==> src/rtl/hsadl_pkg.sv <==
package hsadl_pkg;

  localparam int KEY_W  = 64;
  localparam int MODE_W = 2;

  // default table shape
  localparam int BUCKETS_DEF = 1024;
  localparam int WAYS_DEF    = 4;

  typedef logic [MODE_W-1:0] mode_t;

  localparam mode_t MODE_ADD    = 2'd0;
  localparam mode_t MODE_DEL    = 2'd1;
  localparam mode_t MODE_SEARCH = 2'd2;

endpackage

==> src/rtl/hsadl_mod.sv <==
// Remainder of a 64-bit key by BUCKETS on one shared multiplier.
// Fold steps replace the upper 32 bits by their weight (2^32 mod BUCKETS)
// until the value fits in 32 bits. A reciprocal multiply then estimates
// the quotient, at most one low; a multiply back and one compare/subtract
// give the remainder. done pulses in the cycle after the last step.
module hsadl_mod #(
  parameter int BUCKETS = hsadl_pkg::BUCKETS_DEF
) (
  input  logic                             clk,
  input  logic                             rst,
  input  logic                             start,
  input  logic [hsadl_pkg::KEY_W-1:0]      key,
  output logic                             done,
  output logic [((BUCKETS > 1) ? $clog2(BUCKETS) : 1)-1:0] rem
);

  localparam int BW = (BUCKETS > 1) ? $clog2(BUCKETS) : 1;
  // reciprocal scale; 2^K / BUCKETS fits in 33 bits
  localparam int K = 32 + $clog2(BUCKETS);
  localparam logic [63:0] FOLD_W = (64'd1 << 32) % 64'(BUCKETS);
  localparam logic [63:0] RECIP  = (64'd1 << K) / 64'(BUCKETS);

  localparam logic [1:0] PH_FOLD = 2'd0;
  localparam logic [1:0] PH_BACK = 2'd1;
  localparam logic [1:0] PH_FIX  = 2'd2;
  localparam logic [1:0] PH_IDLE = 2'd3;

  logic [1:0]                  phase;
  logic [hsadl_pkg::KEY_W-1:0] x;
  logic                        wide;
  logic [31:0]                 q;
  logic [BW:0]                 t;
  logic [31:0]                 mul_a;
  logic [32:0]                 mul_b;
  logic [64:0]                 prod;

  assign wide = (x[hsadl_pkg::KEY_W-1:32] != 32'd0);

  // shared multiplier: fold weight, reciprocal, or quotient times BUCKETS
  always_comb begin
    mul_a = x[31:0];
    mul_b = RECIP[32:0];
    if (phase == PH_BACK) begin
      mul_a = q;
      mul_b = 33'(BUCKETS);
    end else if (wide) begin
      mul_a = x[hsadl_pkg::KEY_W-1:32];
      mul_b = FOLD_W[32:0];
    end
  end

  assign prod = 65'(mul_a) * 65'(mul_b);

  always_ff @(posedge clk) begin
    if (rst) begin
      phase <= PH_IDLE;
      done  <= 1'b0;
    end else begin
      done <= (phase == PH_FIX);
      if (start) begin
        phase <= PH_FOLD;
      end else begin
        unique case (phase)
          PH_FOLD: begin
            if (!wide) begin
              phase <= PH_BACK;
            end
          end
          PH_BACK: begin
            phase <= PH_FIX;
          end
          PH_FIX: begin
            phase <= PH_IDLE;
          end
          PH_IDLE: ;
        endcase
      end
    end
  end

  always_ff @(posedge clk) begin
    if (start) begin
      x <= key;
    end else if (phase == PH_FOLD) begin
      if (wide) begin
        x <= 64'(prod) + {32'd0, x[31:0]};
      end else begin
        q <= 32'(prod >> K);
      end
    end else if (phase == PH_BACK) begin
      // true difference is below 2*BUCKETS, so the low bits are exact
      t <= x[BW:0] - prod[BW:0];
    end else if (phase == PH_FIX) begin
      if (t >= (BW+1)'(BUCKETS)) begin
        rem <= BW'(t - (BW+1)'(BUCKETS));
      end else begin
        rem <= t[BW-1:0];
      end
    end
  end

endmodule

==> config.mk <==
export PLATFORM = sky130hd
export DESIGN_NAME = hsadl_mod
export DESIGN_NICKNAME = d
export VERILOG_FILES = /design/src/rtl/hsadl_pkg.sv /design/src/rtl/hsadl_mod.sv
export SDC_FILE = /design/constraint.sdc
export NUM_CORES = 1
export LEC_CHECK = 0
export BUFFER_PORTS_ARGS = -buffer_cell sky130_fd_sc_hd__clkbuf_2
export CORE_ASPECT_RATIO = 0.9
export CORE_MARGIN = 2
export CORE_UTILIZATION = 53
export DETAILED_ROUTE_END_ITERATION = 10
export HOLD_SLACK_MARGIN = 0.08
export PLACE_DENSITY = 0.75
export SKIP_CTS_REPAIR_TIMING = 1
export SLEW_MARGIN = 30
export SYNTH_ARGS = -nofsm -noshare
export SYNTH_HDL_FRONTEND = slang
export SYNTH_SLANG_ARGS = --single-unit
==> constraint.sdc <==
create_clock -name clk -period 6.1 [get_ports clk]
set_input_delay 0.915 -clock clk [delete_from_list [all_inputs] [get_ports clk]]
set_output_delay 0.915 -clock clk [all_outputs]
set_load 0.05 [all_outputs]
==> flow_results.xml, run 1 <==
<?xml version="1.0" encoding="UTF-8"?>
<metrics>
  <group name="grt">
    <metric name="gr-usage-all-layers" unit="%">23.78</metric>
    <metric name="antenna_found_initial" unit="">0</metric>
    <metric name="grt_pass1_vias" unit="">5849</metric>
    <metric name="grt_max_degree" unit="">81</metric>
    <metric name="grt_pass1_wl" unit="µm">29680</metric>
    <metric name="globalRoute.totalOverflow" unit="">0</metric>
  </group>
  <group name="sta">
    <metric name="fin_tns_setup" unit="ns">0</metric>
    <metric name="max_slew_margin" unit="%">40.08</metric>
    <metric name="slew_violations" unit="">0</metric>
    <metric name="tightest_slew" unit="ns">0.8969</metric>
    <metric name="shortest_period_the_worst_path_allows" unit="ns">5.577</metric>
    <metric name="timing.final.hold_violations" unit="">0</metric>
    <metric name="setup_repair_after_global_routing_missed_its_margin" unit="">no</metric>
    <metric name="fin_skew" unit="ns">0.01259</metric>
    <metric name="max_freq" unit="MHz">179.3</metric>
    <metric name="finalHoldWorstSlack" unit="ns">0.4173</metric>
    <metric name="final-setup-viol-count" unit="">0</metric>
    <metric name="layout_worst_path_cycle_share" unit="%">91.42</metric>
  </group>
  <group name="worst_setup_path">
    <metric name="cp_slowest_cell" unit="">sky130_fd_sc_hd__nor3_2</metric>
    <metric name="crit_family" unit="">simple AND/OR/NAND/NOR gates</metric>
    <metric name="crit_required" unit="ns">6.33</metric>
    <metric name="critical_path.max_fanout" unit="">11</metric>
    <metric name="cpMostUsedCell" unit="">sky130_fd_sc_hd__ha_1</metric>
    <metric name="type_of_the_worst_setup_path" unit="">flip-flop to flip-flop</metric>
    <metric name="cp_slowest_stage_delay" unit="ns">0.64</metric>
    <metric name="cp.arrival" unit="ns">5.81</metric>
    <metric name="timing.critical_path.from_type" unit="">flip-flop</metric>
    <metric name="crit_path_end_kind" unit="">flip-flop</metric>
    <metric name="critical_path.cell_chain" unit="">nor4_1 &gt; nand4_1 &gt; nor3_2 &gt; and2_1 &gt; ha_1 &gt; ha_1 &gt; ha_1 &gt; ha_1 &gt; inv_1 &gt; fa_1 &gt; nand2b_1 &gt; a21oi_4 &gt; o211ai_4 &gt; a21oi_2 &gt; and3_1 &gt; xnor2_1 &gt; nor4_4 &gt; nand4_2 &gt; or4b_1 &gt; nand3_1</metric>
    <metric name="path_buf_inv" unit="">1</metric>
  </group>
  <group name="cells_and_area">
    <metric name="final_common_cell" unit="">sky130_fd_sc_hd__edfxtp_1</metric>
    <metric name="num_antenna_cells" unit="">0</metric>
    <metric name="final_cell_count_no_fill" unit="">1070</metric>
    <metric name="final_util" unit="%">60.16</metric>
    <metric name="final_cell_mix" unit="">sky130_fd_sc_hd__edfxtp_1, sky130_fd_sc_hd__nand2_1, sky130_fd_sc_hd__clkbuf_2</metric>
    <metric name="layout-drive-gt1-share" unit="%">16.63</metric>
    <metric name="postLayoutCellArea" unit="µm²">8821</metric>
    <metric name="final_nets" unit="">997</metric>
    <metric name="area_growth_syn_to_layout" unit="%">11.01</metric>
  </group>
  <group name="power_and_ir_drop">
    <metric name="total_leakage_power" unit="nW">3.589</metric>
    <metric name="p_per_area" unit="nW/µm²">207.1</metric>
    <metric name="ir_worst_vdd" unit="mV">0.1445</metric>
  </group>
  <group name="placement">
    <metric name="dp.final_hpwl" unit="µm">13490</metric>
    <metric name="place.port_buffers" unit="">77</metric>
    <metric name="placed_cells_incl_taps" unit="">1054</metric>
    <metric name="dpl-instance-area" unit="µm²">8507</metric>
    <metric name="gp_routability_congestion" unit="">0.9553</metric>
  </group>
  <group name="logic_synthesis">
    <metric name="synth.top_cell.area_share" unit="%">40.43</metric>
    <metric name="synth_edf_count" unit="">107</metric>
    <metric name="synth_seq_cells" unit="">110</metric>
    <metric name="yosys.cell_types.count" unit="">89</metric>
    <metric name="async_sr_flop_fraction" unit="%">0</metric>
    <metric name="synthesis.yosys.warnings" unit="">0</metric>
    <metric name="synth_sequential_area_ratio" unit="%">41.19</metric>
    <metric name="syn_inst" unit="">799</metric>
    <metric name="synth_top_flop_cell" unit="">sky130_fd_sc_hd__edfxtp_1</metric>
    <metric name="synth_area_leaders" unit="">sky130_fd_sc_hd__edfxtp_1, sky130_fd_sc_hd__ha_1, sky130_fd_sc_hd__and2_1</metric>
    <metric name="mean_cell_area_of_the_mapped_netlist" unit="µm²">9.945</metric>
    <metric name="synth_top_cell_by_area" unit="">sky130_fd_sc_hd__edfxtp_1</metric>
    <metric name="synth.cell_area" unit="µm²">7946</metric>
  </group>
  <group name="die">
    <metric name="rows" unit="">42</metric>
    <metric name="core_region_area" unit="µm²">14660</metric>
    <metric name="die_x" unit="µm">133.1</metric>
    <metric name="design.die.area" unit="µm²">15990</metric>
    <metric name="ioPinCount" unit="">78</metric>
    <metric name="floorplan.die.height" unit="µm">120.2</metric>
    <metric name="initial_utilization" unit="%">54.20</metric>
  </group>
  <group name="run">
    <metric name="max_cap_violations" unit="">0</metric>
  </group>
  <group name="clock_network">
    <metric name="clockRootBuffer" unit="">sky130_fd_sc_hd__clkbuf_16</metric>
    <metric name="clock_sink_count" unit="">110</metric>
    <metric name="worst_setup_hold_path_clk_slew" unit="ns">0.08</metric>
    <metric name="clkLatencyLatePin" unit="ns">0.37</metric>
    <metric name="cts_buffer_count" unit="">9</metric>
    <metric name="cts.htree.levels" unit="">3</metric>
    <metric name="clock_path_buffers" unit="">2</metric>
    <metric name="tritoncts_clock_tree" unit="">done</metric>
  </group>
  <group name="worst_hold_path">
    <metric name="hold_class" unit="">flip-flop to flip-flop</metric>
  </group>
  <group name="route">
    <metric name="vias_per_cell" unit="">5.729</metric>
    <metric name="drt_wl_total" unit="µm">17950</metric>
    <metric name="pre_antenna_drt_iters" unit="">5</metric>
    <metric name="drt_drc_violations_left" unit="">0</metric>
    <metric name="avgRoutedWirePerCell" unit="µm">16.77</metric>
    <metric name="drt.antenna.violating_nets" unit="">0</metric>
    <metric name="drt-initial-drc-count" unit="">565</metric>
    <metric name="vias" unit="">6130</metric>
  </group>
  <group name="status">
    <metric name="outcome" unit="">finished clean</metric>
  </group>
</metrics>
-- report_power, final --
group	internal [W]	switching, W	total, W
Clock	0.000329	0.000300	0.000629
Sequential	0.000884	0.0000375	0.000922
Combinational	0.000111	0.000164	0.000276
-- through the flow --
stage	power [W]	setup WS, ns
6_report	0.001827	0.5231
5_1_grt	0.001907	0.1226
4_1_cts	0.001836	0.5337
3_5_place_dp	0.001211	0.5556
3_3_place_gp	0.001206	0.7624
2_1_floorplan	0.001131	1.054
-- path summary, 6_finish.rpt --
| kind | slack, ns | from | endpoint | cells past startpoint |
|---|---|---|---|---|
| hold / removal | 0.42 | t[7]$_DFFE_PP_ | rem[7]$_DFFE_PP_ | 0 |
| setup reg to reg | 0.52 | x[58]$_DFFE_PP_ | x[60]$_DFFE_PP_ | 20 |
| hold reg to reg | 0.42 | t[7]$_DFFE_PP_ | rem[7]$_DFFE_PP_ | 0 |
| setup / recovery | 0.52 | x[58]$_DFFE_PP_ | x[60]$_DFFE_PP_ | 20 |
-- cell families after synthesis --
kind of cell	Yosys count	share of synthesized area, %
xor+xnor	63	7.038
mux	10	1.323
fa+ha+maj	63	10.11
simple gates	332	22.94
flops	110	41.19
compound gates	159	13.79
buf+inv	61	3.558
other cells	1	0.04719
-- cells in the mapped netlist, types with 4 or more instances --
cell                       count
sky130_fd_sc_hd__edfxtp_1    107
sky130_fd_sc_hd__nand2_1      87
sky130_fd_sc_hd__ha_1         61
sky130_fd_sc_hd__o21ai_0      59
sky130_fd_sc_hd__and2_1       55
sky130_fd_sc_hd__nor2_1       45
sky130_fd_sc_hd__a21oi_1      33
sky130_fd_sc_hd__xnor2_1      31
sky130_fd_sc_hd__xor2_1       31
sky130_fd_sc_hd__nand3_1      29
sky130_fd_sc_hd__clkbuf_1     27
sky130_fd_sc_hd__inv_1        23
sky130_fd_sc_hd__nor3_1       20
sky130_fd_sc_hd__nand4_1      13
sky130_fd_sc_hd__nor4_1       12
sky130_fd_sc_hd__a21o_1       10
sky130_fd_sc_hd__nand2b_1     10
sky130_fd_sc_hd__a211oi_1      9
sky130_fd_sc_hd__and3_1        8
sky130_fd_sc_hd__mux2i_1       6
sky130_fd_sc_hd__nor3b_1       6
sky130_fd_sc_hd__nor2b_1       5
sky130_fd_sc_hd__a31oi_1       4
sky130_fd_sc_hd__and4_1        4
sky130_fd_sc_hd__buf_2         4
sky130_fd_sc_hd__mux2_2        4
sky130_fd_sc_hd__nand3b_1      4
sky130_fd_sc_hd__o31ai_1       4
sky130_fd_sc_hd__or3_1         4
-- per-layer routing --
metal	vias to the layer above	GRT usage, %	wire length (µm)
met2	191	36.56	8039
met3	27	4.014	891
met1	2851	33.84	8585
met4	0	8.938	432
met5	-	0	0
li1	3061	-	-
-- cell type report --
type                    instances  area [µm²]
fillers                      1217        5841
multi-input cells             636        4437
flip-flops and latches        110        3273
repair buffers                 87       462.9
well taps                     198       247.7
clock buffers                   9       225.2
clock inverters                 7       88.84
inverters                      23       86.33
-- state kept, by name, summed over array words and instances, names as in the netlist --
| name | count |
|---|---|
| done | 1 |
| phase | 2 |
| q | 23 |
| rem | 10 |
| t | 10 |
| x | 64 |
No activity file was read; power rests on OpenSTA's default activity.
==> inputs of run 2 (changes only) <==
Settings changed: CORE_MARGIN 2 to unset.
==> run 2 against run 1 <==
Net effect:
- flip-flop and latch count did not move
- global-route usage rose by 1.4 points
- worst setup slack got worse by 0.061 ns
- critical path depth did not move
- clock-buffer cell count did not move
- total power fell by 1.4%
- critical endpoint is now x[57]$_DFFE_PP_
- critical path type unchanged
- hold slack got worse by 0.0025 ns
- clock power fell by 4.1%
==> flow_results.xml, run 2 (same netlist as run 1, synthesis figures left out) <==
<?xml version="1.0" encoding="UTF-8"?>
<metrics>
  <group name="status">
    <metric name="outcome" unit="">finished clean</metric>
  </group>
  <group name="grt">
    <metric name="grt_pass1_wl" unit="µm">29440</metric>
    <metric name="grt_pass1_vias" unit="">5765</metric>
    <metric name="grt_max_degree" unit="">98</metric>
    <metric name="gr-usage-all-layers" unit="%">25.18</metric>
    <metric name="globalRoute.totalOverflow" unit="">0</metric>
    <metric name="antenna_found_initial" unit="">0</metric>
  </group>
  <group name="die">
    <metric name="initial_utilization" unit="%">54.20</metric>
    <metric name="rows" unit="">42</metric>
    <metric name="die_x" unit="µm">131.1</metric>
    <metric name="design.die.area" unit="µm²">15490</metric>
    <metric name="floorplan.die.height" unit="µm">118.2</metric>
    <metric name="ioPinCount" unit="">78</metric>
    <metric name="core_region_area" unit="µm²">14660</metric>
  </group>
  <group name="clock_network">
    <metric name="cts_buffer_count" unit="">9</metric>
    <metric name="clockRootBuffer" unit="">sky130_fd_sc_hd__clkbuf_16</metric>
    <metric name="worst_setup_hold_path_clk_slew" unit="ns">0.09</metric>
    <metric name="clock_sink_count" unit="">110</metric>
    <metric name="cts.htree.levels" unit="">3</metric>
    <metric name="clock_path_buffers" unit="">2</metric>
    <metric name="clkLatencyLatePin" unit="ns">0.37</metric>
    <metric name="tritoncts_clock_tree" unit="">done</metric>
  </group>
  <group name="route">
    <metric name="drt_wl_total" unit="µm">18280</metric>
    <metric name="pre_antenna_drt_iters" unit="">5</metric>
    <metric name="avgRoutedWirePerCell" unit="µm">17.09</metric>
    <metric name="vias_per_cell" unit="">5.776</metric>
    <metric name="drt.antenna.violating_nets" unit="">0</metric>
    <metric name="drt-initial-drc-count" unit="">518</metric>
    <metric name="vias" unit="">6180</metric>
    <metric name="drt_drc_violations_left" unit="">0</metric>
  </group>
  <group name="cells_and_area">
    <metric name="largest_register_ff_count" unit="">64</metric>
    <metric name="multi_input_area" unit="µm²">4437</metric>
    <metric name="final_cell_mix" unit="">sky130_fd_sc_hd__edfxtp_1, sky130_fd_sc_hd__nand2_1, sky130_fd_sc_hd__clkbuf_2</metric>
    <metric name="largest_registers" unit="">x (64), q (23)</metric>
    <metric name="area_growth_syn_to_layout" unit="%">10.83</metric>
    <metric name="registers.top_by_ff_count" unit="">x</metric>
    <metric name="n_fill_cell" unit="">1278</metric>
    <metric name="area.sequential" unit="µm²">3273</metric>
    <metric name="layout-drive-gt1-share" unit="%">16.63</metric>
    <metric name="final_nets" unit="">997</metric>
    <metric name="num_antenna_cells" unit="">0</metric>
    <metric name="final_common_cell" unit="">sky130_fd_sc_hd__edfxtp_1</metric>
  </group>
  <group name="sta">
    <metric name="max_freq" unit="MHz">177.4</metric>
    <metric name="setup_repair_after_global_routing_missed_its_margin" unit="">no</metric>
    <metric name="slew_violations" unit="">0</metric>
    <metric name="layout_worst_path_cycle_share" unit="%">92.43</metric>
    <metric name="fin_skew" unit="ns">0.01319</metric>
    <metric name="shortest_period_the_worst_path_allows" unit="ns">5.638</metric>
    <metric name="max_slew_margin" unit="%">38.05</metric>
    <metric name="final-setup-viol-count" unit="">0</metric>
    <metric name="timing.final.hold_violations" unit="">0</metric>
    <metric name="fin_tns_setup" unit="ns">0</metric>
    <metric name="tightest_slew" unit="ns">0.9273</metric>
    <metric name="final_critical_path_setup_slack" unit="ns">0.4619</metric>
  </group>
  <group name="worst_setup_path">
    <metric name="crit_path_end_kind" unit="">flip-flop</metric>
    <metric name="type_of_the_worst_setup_path" unit="">flip-flop to flip-flop</metric>
    <metric name="cp_slowest_cell" unit="">sky130_fd_sc_hd__nor3_2</metric>
    <metric name="crit_family" unit="">simple AND/OR/NAND/NOR gates</metric>
    <metric name="path_depth" unit="">20</metric>
    <metric name="cp_slowest_stage_delay" unit="ns">0.63</metric>
    <metric name="cp.arrival" unit="ns">5.77</metric>
    <metric name="path_buf_inv" unit="">1</metric>
    <metric name="critical_path.cell_chain" unit="">nor4_1 &gt; nand4_1 &gt; nor3_2 &gt; and2_1 &gt; ha_1 &gt; ha_1 &gt; ha_1 &gt; ha_1 &gt; inv_1 &gt; fa_1 &gt; nand2b_1 &gt; a21oi_4 &gt; nor4_1 &gt; a2111oi_4 &gt; and4bb_1 &gt; nand2_1 &gt; and4b_1 &gt; nand4_1 &gt; nor3b_1 &gt; a211o_1</metric>
    <metric name="critical_path.max_fanout" unit="">11</metric>
    <metric name="cpMostUsedCell" unit="">sky130_fd_sc_hd__ha_1</metric>
    <metric name="timing.reg2reg.worst_path_depth" unit="">20</metric>
    <metric name="timing.critical_path.from_type" unit="">flip-flop</metric>
    <metric name="crit_required" unit="ns">6.23</metric>
  </group>
  <group name="power_and_ir_drop">
    <metric name="total_leakage_power" unit="nW">3.579</metric>
    <metric name="ir_worst_vdd" unit="mV">0.1465</metric>
    <metric name="p_per_area" unit="nW/µm²">204.6</metric>
  </group>
  <group name="placement">
    <metric name="dp.final_hpwl" unit="µm">13570</metric>
    <metric name="pre_cts_ws" unit="ns">0.4884</metric>
    <metric name="place.port_buffers" unit="">77</metric>
    <metric name="gp_routability_congestion" unit="">0.9739</metric>
  </group>
  <group name="worst_hold_path">
    <metric name="min_delay_path_depth" unit="">0</metric>
    <metric name="hold_class" unit="">flip-flop to flip-flop</metric>
  </group>
  <group name="run">
    <metric name="max_cap_violations" unit="">0</metric>
  </group>
</metrics>
-- run 2: cell types whose count changed in the layout (fill, tap and decap cells not counted) --
cell / before / now
sky130_fd_sc_hd__clkinv_2: 1 / 0
sky130_fd_sc_hd__inv_6: 3 / 1
sky130_fd_sc_hd__clkinvlp_4: 0 / 1
sky130_fd_sc_hd__clkinv_4: 0 / 1
sky130_fd_sc_hd__inv_8: 1 / 3
sky130_fd_sc_hd__bufinv_16: 1 / 0
-- run 2: stage by stage --
step / cell area, µm² / hold WS [ns] / total power (W) / instances / util (%)
floorplan: 7976 / 0.4003 / 0.001131 / 807 / -
finish: 8807 / 0.4148 / 0.001802 / 1070 / 60.07
global route: 8807 / 0.4257 / 0.001876 / 1070 / 60.07
detailed placement: 8507 / 0.4052 / 0.001212 / 1054 / 58.02
global placement: 8507 / 0.4007 / 0.001206 / 1054 / 58.02
CTS: 8807 / 0.4206 / 0.001807 / 1070 / 60.07
-- run 2: final cells by class --
cell class | count | share of cell area, %
clock buffer | 9 | 2.557
clock inverter | 7 | 0.8524
inverter | 23 | 0.9803
multi-input combinational | 636 | 50.38
sequential | 110 | 37.16
tap | 198 | 2.813
timing repair buffer | 87 | 5.256
-- run 2: worst paths after layout --
kind | startpoint | end | slack (ns)
setup / recovery | x[50]$_DFFE_PP_ | x[57]$_DFFE_PP_ | 0.46
hold / removal | t[7]$_DFFE_PP_ | rem[7]$_DFFE_PP_ | 0.41
setup reg to reg | x[50]$_DFFE_PP_ | x[57]$_DFFE_PP_ | 0.46
hold reg to reg | t[7]$_DFFE_PP_ | rem[7]$_DFFE_PP_ | 0.41
-- run 2: routing by layer --
metal	up-vias	track usage (%)	part of all wire (%)
li1	3060	-	-
met1	2893	36.16	47
met2	198	38.33	45
met3	29	5.070	5.5
met4	0	7.256	2.2
met5	-	0	0
-- run 2: power breakdown --
group / internal [W] / switching [W] / total [W]
logic: 0.000112 / 0.000164 / 0.000276
registers: 0.000885 / 0.0000386 / 0.000923
clock network: 0.000292 / 0.000311 / 0.000603
total: 0.00129 / 0.000513 / 0.00180
